[src/nnr_pkg.sv]
// Shared types and constants of the nearest-neighbour RGBA resampler.
package nnr_pkg;

   // Field widths fixed by the register and item formats
   localparam int DIM_W   = 13;
   localparam int COORD_W = 12;
   localparam int BYTE_W  = 8;
   localparam int WORD_W  = 4 * BYTE_W;
   localparam int PROD_W  = 2 * DIM_W;
   localparam int DVD_W   = COORD_W + DIM_W;
   localparam int QUO_W   = DIM_W;
   localparam int STEP_W  = $clog2(QUO_W);
   localparam int CSR_IDX_W = 3;

   // Configuration register indexes
   localparam logic [CSR_IDX_W-1:0] CSR_SOURCE_WIDTH  = 3'd0;
   localparam logic [CSR_IDX_W-1:0] CSR_SOURCE_HEIGHT = 3'd1;
   localparam logic [CSR_IDX_W-1:0] CSR_CHANNEL_COUNT = 3'd2;
   localparam logic [CSR_IDX_W-1:0] CSR_TARGET_WIDTH  = 3'd3;
   localparam logic [CSR_IDX_W-1:0] CSR_TARGET_HEIGHT = 3'd4;

   // Item kinds
   localparam logic REQ_LOAD  = 1'b0;
   localparam logic REQ_PIXEL = 1'b1;

   // Channel codes
   localparam logic [2:0] DEFAULT_CHANNELS = 3'd3;
   localparam logic [2:0] MAX_CHANNELS     = 3'd4;
   localparam logic [2:0] GRAY_ALPHA       = 3'd2;
   localparam logic [BYTE_W-1:0] OPAQUE    = 8'hFF;

   typedef enum logic [1:0] {
      STATUS_OK         = 2'd0,
      STATUS_BAD_CONFIG = 2'd1,
      STATUS_INCOMPLETE = 2'd2,
      STATUS_OUTSIDE    = 2'd3
   } status_type;

   typedef struct packed {
      logic               req_type;
      logic               start_of_image;
      logic [BYTE_W-1:0]  byte_zero;
      logic [BYTE_W-1:0]  byte_one;
      logic [BYTE_W-1:0]  byte_two;
      logic [BYTE_W-1:0]  byte_three;
      logic [COORD_W-1:0] target_x;
      logic [COORD_W-1:0] target_y;
   } req_payload_type;

   typedef struct packed {
      logic [BYTE_W-1:0] red;
      logic [BYTE_W-1:0] green;
      logic [BYTE_W-1:0] blue;
      logic [BYTE_W-1:0] alpha;
      status_type        status;
   } rsp_payload_type;

   // Divider control and status
   typedef struct packed {
      logic             start;
      logic [DVD_W-1:0] dividend;
      logic [DIM_W-1:0] divisor;
   } div_req_type;

   typedef struct packed {
      logic             busy;
      logic             done;
      logic [QUO_W-1:0] quotient;
   } div_rsp_type;

endpackage

[src/nnr_divider.sv]
// Iterative restoring divider shared by both coordinate mappings.
module nnr_divider
   import nnr_pkg::*;
(
   input  logic        clock,
   input  logic        reset,
   input  div_req_type div_req,
   output div_rsp_type div_rsp
);

   logic              busy_ff, busy_in;
   logic              done_ff, done_in;
   logic [STEP_W-1:0] step_ff, step_in;
   logic [DIM_W-1:0]  rem_ff, rem_in;
   logic [QUO_W-1:0]  low_ff, low_in;
   logic [QUO_W-1:0]  quo_ff, quo_in;
   logic [DIM_W-1:0]  divisor_ff, divisor_in;
   logic [DIM_W:0]    shifted;
   logic              fits;

   // One quotient bit a cycle; the quotient is known to fit QUO_W bits,
   // so the top dividend bits seed the remainder directly
   always_comb begin
      busy_in    = busy_ff;
      done_in    = 1'b0;
      step_in    = step_ff;
      rem_in     = rem_ff;
      low_in     = low_ff;
      quo_in     = quo_ff;
      divisor_in = divisor_ff;
      shifted    = {rem_ff, low_ff[QUO_W-1]};
      fits       = shifted >= {1'b0, divisor_ff};
      if (div_req.start) begin
         busy_in    = 1'b1;
         step_in    = '0;
         rem_in     = DIM_W'(div_req.dividend[DVD_W-1:QUO_W]);
         low_in     = div_req.dividend[QUO_W-1:0];
         quo_in     = '0;
         divisor_in = div_req.divisor;
      end else if (busy_ff) begin
         rem_in  = fits ? DIM_W'(shifted - {1'b0, divisor_ff}) : shifted[DIM_W-1:0];
         quo_in  = {quo_ff[QUO_W-2:0], fits};
         low_in  = {low_ff[QUO_W-2:0], 1'b0};
         step_in = step_ff + STEP_W'(1);
         if (step_ff == STEP_W'(QUO_W - 1)) begin
            busy_in = 1'b0;
            done_in = 1'b1;
         end
      end
   end

   // Hold control under reset
   always_ff @(posedge clock) begin
      if (reset) begin
         busy_ff <= 1'b0;
         done_ff <= 1'b0;
         step_ff <= '0;
      end else begin
         busy_ff <= busy_in;
         done_ff <= done_in;
         step_ff <= step_in;
      end
   end

   // Datapath registers
   always_ff @(posedge clock) begin
      rem_ff     <= rem_in;
      low_ff     <= low_in;
      quo_ff     <= quo_in;
      divisor_ff <= divisor_in;
   end

   assign div_rsp.busy     = busy_ff;
   assign div_rsp.done     = done_ff;
   assign div_rsp.quotient = quo_ff;

   a_no_restart: assert property (@(posedge clock) disable iff (reset)
      div_req.start |-> !busy_ff)
      else $error("divider started while busy");

   a_divisor_nonzero: assert property (@(posedge clock) disable iff (reset)
      div_req.start |-> div_req.divisor != '0)
      else $error("divider started with zero divisor");

   a_done_after_busy: assert property (@(posedge clock) disable iff (reset)
      done_ff |-> $past(busy_ff) && !busy_ff)
      else $error("divider done without a finished run");

endmodule

[config.mk]
export PLATFORM = sky130hd
export DESIGN_NAME = nnr_divider
export DESIGN_NICKNAME = d
export VERILOG_FILES = /design/src/nnr_pkg.sv /design/src/nnr_divider.sv
export SDC_FILE = /design/constraint.sdc
export NUM_CORES = 1
export LEC_CHECK = 0
export ABC_AREA = 1
export ABC_CLOCK_PERIOD_IN_PS = 2390
export BUFFER_PORTS_ARGS = -buffer_cell sky130_fd_sc_hd__buf_2
export CAP_MARGIN = 15
export CORE_MARGIN = 10
export CORE_UTILIZATION = 26
export DETAILED_ROUTE_END_ITERATION = 8
export GPL_ROUTABILITY_DRIVEN = 0
export REMOVE_ABC_BUFFERS = 1
export SYNTH_ARGS = -nofsm -noshare
export SYNTH_HDL_FRONTEND = slang
export SYNTH_SLANG_ARGS = --single-unit
[constraint.sdc]
create_clock -name clock -period 2.39 [get_ports clock]
set_input_delay 0.1195 -clock clock [delete_from_list [all_inputs] [get_ports clock]]
set_output_delay 0.1195 -clock clock [all_outputs]
set_load 0.005 [all_outputs]
Word level (Yosys, flattened, before mapping)
Index checks and enable logic that the tools add are counted. W data, S select, Z words.

Flip-flop bits (word level): 58. Input port bits: 41. Output and inout bits: 15.

Add/subtract/negate cells: 2. Order comparisons: 1. Eq/ne operators: 1. Multiplexer cells: 9. Bitwise logic cells: 1. Reductions and logical operators: 3.

Operator list (count): $mux W13 (3); $mux W12 (2); $ge A14 B13 Y1 (1); $sub A13 B13 Y13 (1); $add A4 B1 Y4 const B (1); $eq A4 B4 Y1 const B (1); $mux W1 (4); $reduce_or A3 Y1 (1); $reduce_bool A2 Y1 (1); $reduce_or A2 Y1 (1); $not A1 Y1 (1).

Depth between registers and ports, before layout
Gate-level depths: netlist of the first run.

Depth in word-level cells: 4. Mapped depth: 13. Mapped depth without buffers: 13.

Worst setup path before layout of the first run
No wires, ideal clock.

Kind: register to register. From: register low_ff[12]. To: register rem_ff[4] (data pin). Arrival: 1.740 ns. Data required time: 2.134 ns. Slack: 0.393 ns. Cell stages (with the launch flop): 12. Buffers on the path: 1. Clock period less this slack: 1.997 ns. Cells stage by stage: edfxtp_1 inv_1 ha_1 inv_1 fa_1 nand2_1 nand3_2 nand2_4 nand3_4 buf_6 nor2_1 o21ai_1.

Longest elaborated chain between the ends: 4. Elaborated cells on any way between the ends: 5. Classes of those cells: 1 x add/sub; 1 x order compare; 3 x mux.

Ends and longest elaborated chain: from (decl) (line nnr_divider.sv:15) `logic [QUO_W-1:0] low_ff, low_in;`; from (signal assigned) (line nnr_divider.sv:68) `low_ff <= low_in;`; $sub A13 B13 Y13 or $ge A14 B13 Y1 (tied branches) (line nnr_divider.sv:41, nnr_divider.sv:32); $mux W13 (*) (line nnr_divider.sv:41) `rem_in = fits ? DIM_W'(shifted - {1'b0, divisor_ff}) : shifted[DIM_W-1:0];`; $mux W12 (*) (line nnr_divider.sv:40) `end else if (busy_ff) begin`; $mux W12 (*) (line nnr_divider.sv:33) `if (div_req.start) begin`; named net rem_in[4] (line nnr_divider.sv:14) `logic [DIM_W-1:0] rem_ff, rem_in;`; to (signal assigned) (line nnr_divider.sv:67) `rem_ff <= rem_in;`; to (decl) (line nnr_divider.sv:14).

Mark *: on every way through the listed nets, which the timed path passes. The rest lies on a longest branch. The select of a mux whose other input is x is not followed. A chain may end at the register's enable or synchronous reset.

Worst setup path after layout of the first run
From: register low_ff[12]. To: register rem_ff[1] (data pin).

Same word-level chain as after synthesis.

==> key figures, run 1 <==
Worst setup path
  – Worst R2R Path Depth: 11
  – CP arrival: between 2 and 2.5 ns
  – R2R Path End: rem_ff[1]
  – CP Capture Type: flop
  – Critical Path Start Type: flop
  – Worst Path Required: 2.55 ns
  – Crit-path max FO: 19
  – Reg2Reg Launch Point: low_ff[12]
  – Kind of critical path: reg2reg
  – Reg2Reg Setup Slack: 0.17 ns

STA
  – Max Fclk: ~450 MHz
  – Fin crit share: 92.9%
  – Worst-margin pin slew: 0.472 ns
  – Max Slew Vio Count: 0
  – Clk_skew: slightly above 0.009 ns
  – Setup violators final: 0
  – Hold slack final: 0.0440 ns
  – Final hold vios: 0
  – RSZ-0062 raised after global routing: no
  – Final setup TNS: 0 ns
  – Tmin final: 2.22 ns
  – Slew HR: 68.5%

Detailed routing
  – Drt pass-1 iters: 4
  – Total wire length: ~8000 um
  – DR vias/cell: 4.18
  – DR DRC count: 0
  – Iter 0 DRT Violations: ~110
  – Antenna viol nets, final: 0
  – Routed len/inst: 12.2 um
  – Via count: roughly 2700

Flow run
  – Max-cap viol count: 0

Min path
  – Worst Hold Depth: 3
  – Hold Path Class: in2reg
  – WHS Endpoint: low_ff[0]
  – Worst Hold Launch: div_req[13]

Global route
  – Vias in the first global route: 2855
  – Initial antenna violation count: 0
  – GR Overflow Total: 0
  – First-pass GRT wire length: 13300 um
  – Gr usage total: under 10%
  – Largest net degree at the start of global routing: 26

CTS
  – TritonCTS clock tree: built
  – Clock Sinks: 58
  – CTS max path bufs: 2
  – Num CTS Buffers: 9
  – Root buffer cell: clkbuf_16
  – CTS clk-pin slew, worst paths: 0.06 ns
  – Clock latency at the later pin of the worst-skew pair: 0.33 ns
  – PostCTS Resize Cnt: 0
  – H-tree Lvls: 3

Synthesis
  – Mux contribution to synthesized area: 0%
  – Main combinational cell family by area after synthesis: simple AND/OR/NAND/NOR gates
  – Post-Synthesis Cells: roughly 400
  – Register area share after synthesis: between 40% and 50%
  – Cell variety after synth: 32
  – Post-synth top area share: a little over a third
  – Leading area contributor after synthesis: edfxtp_1
  – Most common cell in the netlist: nand2_1
  – Synth Area in Compound Gates: 4.76%
  – Number of synthesized flops with an enable pin: 38
  – Synth area leaders: edfxtp_1 (35%), nand2_1 (16%), dfxtp_1 (12%)
  – Prevailing post-synth register cell: edfxtp_1
  – Top cells by count, synth: nand2_1 (140), inv_1 (70), edfxtp_1 (38), nand3_1 (25), dfxtp_1 (20)
  – Mapped Area: 3230 um2
  – Async S/R FF share, synth: 0%
  – Syn_area_per_cell: 8.02 um2
  – Ys Warns: 0
  – Post-synthesis xor/xnor area fraction: approximately 1.9%
  – #FFs+latches synth: 58
  – Simple-Gate Fraction of Synth Area: 29.1%
  – Adder-cell share of the synthesized area: ~6.4%

Power and ir drop
  – Pwr/cell area: 868 nW/um2
  – Worst vdd ir: 0.495 mV
  – Leak: 0.00205 uW

Finish
  – Post-Layout Cell Count: 650
  – Fillers: 1309
  – Ant. Diodes: 0
  – NumNets Final: 534
  – Final instance area: 4160 um2
  – Area grow syn2layout: 28.6%
  – Layout cells sized above 1: 18.9%

Placement
  – Post-DP Area: roughly 3700 um2
  – Hpwl dp: 5870 um
  – IO Port Bufs: 55
  – Placed cells: 620

Floorplan
  – Die Area: 17300 um2
  – DIE WIDTH: 131 um
  – Initial Util: 26.7%
  – I/O pin total: between 50 and 60
  – Core ar.: 12100 um2
  – Rows: 40
  – Die Ht: 131 um

Status
  – Status: complete, no violations
## timing repair
| item | in CTS | in global routing |
|---|---|---|
| hold buffers | 14 | 0 |
| buffers inserted | 0 | 0 |
| hold endpoints to repair | 14 | 0 |
## metrics by stage
step                      power [uW]  setup slack (ns)  utilization, %
after floorplan                 2030             0.456               -
after global placement          2280             0.277            30.6
after detailed placement        2300             0.204            30.6
after CTS                       3650             0.197            34.3
after global routing            3860            0.0171            34.3
final                           3610             0.171            34.3
## cell type report
cell class	count	area (um2)	share of cell area, %
flip-flops and latches	58	1540	37.1
multi-input cells	262	1360	32.8
repair buffers	73	458	11.0
clock buffers	13	293	7.04
inverters	73	274	6.59
well taps	168	210	5.06
clock inverters	3	18.8	0.451
## logic make-up after synthesis
kind of cell | count (synthesis)
AOI/OAI and AO/OA | 27
xor gates and xnor gates | 7
adders and majority gates | 16
buffers and inverters | 83
DFF | 58
and+or+nand+nor | 212
## sequential cells by signal, summed over array words and instances (netlist names)
signal / count
divisor_ff: 13
low_ff: 13
quo_ff: 13
rem_ff: 13
step_ff: 4
busy_ff: 1
done_ff: 1
## cell usage in the layout, fill, tap and decap left out, drive strengths merged, types with 4 or more instances in the layout
cell type,synthesis,routed
nand3,27,27
o21ai,8,8
clkbuf,4,13
nand4,4,4
buf,6,59
nor2,24,24
nand3b,9,9
xnor2,4,4
nand2,146,146
dlygate4sd3,0,14
dfxtp,20,20
edfxtp,38,38
o22ai,11,11
ha,15,15
a21oi,6,6
inv,73,73
## worst max-delay path by stage
stage / start / endpoint / slack, ns
after CTS: low_ff[12] / rem_ff[8] / 0.20
after floorplan: low_ff[12] / rem_ff[0] / 0.46
after detailed placement: low_ff[12] / rem_ff[8] / 0.20
final: low_ff[12] / rem_ff[1] / 0.17
after global placement: low_ff[12] / rem_ff[0] / 0.28
after global routing: low_ff[12] / rem_ff[0] / 0.02
## worst max-delay path, stage by stage (launching register included)
cell	delay, ns
edfxtp_1	0.39
inv_1	0.07
ha_1	0.14
inv_1	0.06
fa_1	0.44
nand2_1	0.12
nand3_2	0.11
nand2_4	0.15
nand3_4	0.22
nand2_1	0.12
nand2_1	0.05
o21ai_0	0.18
## power breakdown
part | switching (uW) | internal, uW
logic | 628 | 405
clock network | 463 | 854
registers | 55.8 | 1200
## per-layer routing
layer | vias to the layer above | share of wire (%) | track usage [%]
met5 | - | 0 | 0
met4 | 0 | 1.5 | 3.71
met3 | 12 | 3.9 | 3.35
met2 | 56 | 47 | 15.3
met1 | 1226 | 48 | 11.2
li1 | 1420 | - | -
No activity file was read; power rests on OpenSTA's default activity.
==> run 2: changes to the inputs <==
--- a/config.mk
+++ b/config.mk
@@ -5,7 +5,6 @@
 export SDC_FILE = /design/constraint.sdc
 export NUM_CORES = 1
 export LEC_CHECK = 0
-export ABC_AREA = 1
 export ABC_CLOCK_PERIOD_IN_PS = 2390
 export BUFFER_PORTS_ARGS = -buffer_cell sky130_fd_sc_hd__buf_2
 export CAP_MARGIN = 15
==> run 2 against run 1 <==
  * Worst setup slack worse by 0.42 ns
  * Die area shrank 3.1%
  * Final cell count shrank 21%
  * Combinational power is 49% higher
  * Non-clock buffer count grew 29
  * Largest cell class unchanged
  * Clock skew down 0.0050 ns
  * The run now ends with negative setup slack left
  * Power is 16% higher
  * Worst hold slack worse by 0.0096 ns
==> key figures, run 2 <==
Status
  – Status: finished with violations
  – Violated checks: negative setup slack

Global route
  – Initial antenna violation count: 0 (unchanged)
  – First-pass GRT wire length: 11900 um (-11%)
  – GR Overflow Total: 0 (unchanged)
  – Gr usage total: 9.03% (-0.43 points)
  – Largest net degree at the start of global routing: 45 (+73%)
  – Vias in the first global route: 2466 (-14%)

Detailed routing
  – Total wire length: 7270 um (-8.6%)
  – Antenna viol nets, final: 0 (unchanged)
  – Drt pass-1 iters: 5 (+1)
  – Via count: 2316 (-15%)
  – Met1 wire length: 3340 um (-12%)
  – Wire length on met3: 289 um (-7.4%)
  – Routed len/inst: 14.2 um (+16%)
  – Met2 Wirelength: 3570 um (-3.8%)
  – Iter 0 DRT Violations: 109 (-4.4%)
  – DR vias/cell: 4.51 (+8.1%)
  – Highest routed layer: met4
  – DR DRC count: 0 (unchanged)

STA
  – Max Fclk: 379 MHz (-16%)
  – Fin crit share: 110% (+17 points)
  – Final worst-path setup slack: -0.247 ns (-0.418 ns)
  – Setup violators final: 12 (+12)
  – RSZ-0062 raised after global routing: yes
  – Tmin final: 2.64 ns (+0.418 ns)
  – Final hold vios: 0 (unchanged)
  – Slew HR: 55.3% (-13 points)
  – Clk_skew: 0.00433 ns (-0.00495 ns)
  – Worst-margin pin slew: 0.670 ns (+0.199 ns)
  – Max Slew Vio Count: 0 (unchanged)

Placement
  – Minimum setup slack after placement: -0.471 ns (-0.675 ns)
  – Post-DP Area: 3670 um2 (-1.1%)
  – Placed cells: 478 (-23%)
  – IO Port Bufs: 55 (unchanged)
  – Hpwl dp: 5270 um (-10%)

Floorplan
  – DIE WIDTH: 129 um (-1.6%)
  – Rows: 39 (-2.5%)
  – Die Area: 16700 um2 (-3.1%)
  – I/O pin total: 56 (unchanged)
  – Die Ht: 129 um (-1.6%)
  – Core ar.: 11600 um2 (-4.5%)
  – Initial Util: 26.9% (+0.23 points)

Power and ir drop
  – Int Power: 2930 uW (+19%)
  – Comb pwr share: 36.4% (+7.8 points)
  – Sw Pwr: 1250 uW (+9.3%)
  – Clock Power Share: 32.7% (-3.8 points)
  – Leak: 0.00180 uW (-12%)
  – Worst vdd ir: 0.333 mV (-33%)
  – Sequential fraction of design power: 30.9% (-4.0 points)
  – Pwr/cell area: 997 nW/um2 (+15%)
  – Switching share of power: 29.9% (-1.8 points)

Finish
  – Final Util: 36.3% (+2.0 points)
  – Area grow syn2layout: 34.9%
  – Leading cell type in the layout, fill and taps excluded: buf_2
  – Final instance area: 4200 um2 (+0.99%)
  – Post-Layout Cell Count: 513 (-21%)
  – Ant. Diodes: 0 (unchanged)
  – Layout cells sized above 1: 36.5% (+18 points)
  – NumNets Final: 422 (-21%)
  – Commonest non-fill, non-tap cells in the layout: buf_2 (55), edfxtp_1 (38), buf_4 (30)

Synthesis
  – Synth area leaders: edfxtp_1 (37%), dfxtp_1 (13%), ha_1 (6.0%)
  – Register area share after synthesis: 49.5% (+1.8 points)
  – #FFs+latches synth: 58 (unchanged)
  – Syn_area_per_cell: 11.6 um2 (+44%)
  – Top cells by count, synth: edfxtp_1 (38), dfxtp_1 (20), inv_1 (19), nor2_1 (19), mux2i_1 (17)
  – Mapped Area: 3110 um2 (-3.7%)
  – Async S/R FF share, synth: 0% (unchanged)
  – Cell variety after synth: 49 (+53%)
  – Post-Synthesis Cells: 269 (-33%)
  – Number of synthesized flops with an enable pin: 38 (unchanged)
  – Leading area contributor after synthesis: edfxtp_1
  – Prevailing post-synth register cell: edfxtp_1
  – Ys Warns: 0 (unchanged)
  – Most common cell in the netlist: edfxtp_1
  – Post-synth top area share: 36.7% (+1.3 points)

Worst setup path
  – Kind of critical path: reg2reg
  – Critical Path Start Type: flop
  – CP Capture Type: flop
  – Worst Path Required: 2.46 ns (-0.09 ns)
  – Crit-path max FO: 3 (-16)
  – CP arrival: 2.71 ns (+0.33 ns)

CTS
  – Num CTS Buffers: 9 (unchanged)
  – H-tree Lvls: 3 (unchanged)
  – TritonCTS clock tree: built
  – Clock latency at the later pin of the worst-skew pair: 0.33 ns (about the same)
  – CTS clk-pin slew, worst paths: 0.05 ns (about the same)
  – CTS max path bufs: 2 (unchanged)
  – Root buffer cell: clkbuf_16
  – Clock Sinks: 58 (unchanged)

Flow run
  – Max-cap viol count: 0 (unchanged)

Min path
  – Hold Path Class: in2reg
## run 2: cell count changes after synthesis, sizes merged, moves of 9 or more
cell	previous run	this run
nand3b	9	0
nand3	27	3
inv	73	19
nor3	1	13
nor2b	0	11
nand2	146	6
mux2i	0	17
o22ai	11	0
mux2	0	15
## run 2: worst max-delay path, cell delays in order, from the launching register on
cell,delay (ns)
edfxtp_1,0.37
inv_2,0.09
ha_4,0.13
inv_2,0.03
fa_2,0.35
a21o_1,0.21
a221oi_4,0.27
o211ai_2,0.15
a41oi_4,0.21
mux2_4,0.32
mux2_2,0.26
## run 2: cell families (layout without fill, tap and decap cells)
group	count (synthesis)	in the layout	synth area share, %
XOR/XNOR	11	11	3.10
AO/OA/AOI/OAI	48	48	12.3
buffers and inverters	36	137	5.87
AND/OR/NAND/NOR	68	68	11.6
multiplexers	32	32	11.0
adder cells (fa/ha/maj)	16	16	6.67
flip-flops	58	58	49.5
## run 2: area by class of cell
cell class                      count  area, um2
Clock buffer                        9        225
Sequential cell                    58       1540
Tap cell                          143        179
Multi-Input combinational cell    175       1410
Clock inverter                      7       92.6
Timing Repair Buffer              102        676
Fill cell                        1141       7370
Inverter                           19       71.3
## run 2: routing by layer
metal  global-route usage (%)  vias up
met1                     10.5     1091
met3                     3.18        7
li1                         -     1173
met4                     2.78        0
met5                        0        -
met2                     15.4       45
## run 2: power groups by stage
stage	clock [uW]	sequential, uW	combinational [uW]
6_report	1370	1290	1530
5_1_grt	1450	1310	1690
2_1_floorplan	0	1300	916
4_1_cts	1420	1300	1460
3_5_place_dp	0	1310	1390
3_3_place_gp	0	1310	1350
## run 2: stage by stage
stage                     setup TNS, ns  power [uW]  hold WS, ns
after floorplan                   -4.90        2210        0.192
after global placement            -4.30        2660        0.298
after detailed placement          -5.28        2700        0.298
after CTS                         -2.19        4170       0.0182
after global routing              -3.87        4450       0.0398
final                             -2.20        4190       0.0344
## run 2: what timing repair did
item	4_1_cts	5_1_grt
endpoints found under the hold margin	13	0
pin swaps	6	2
gates resized for setup	8	4
buffers inserted	3	3
setup endpoints to repair	14	14
hold buffers	13	0
## run 2: worst paths after layout
| kind | from | to | slack [ns] | cells past startpoint |
|---|---|---|---|---|
| max | low_ff[12] | rem_ff[1] | -0.25 | 10 |
| min | reset | step_ff[0] | 0.03 | 2 |
| max reg2reg | low_ff[12] | rem_ff[1] | -0.25 | 10 |
| min reg2reg | quo_ff[12] | quo_ff[12] | 0.49 | 2 |
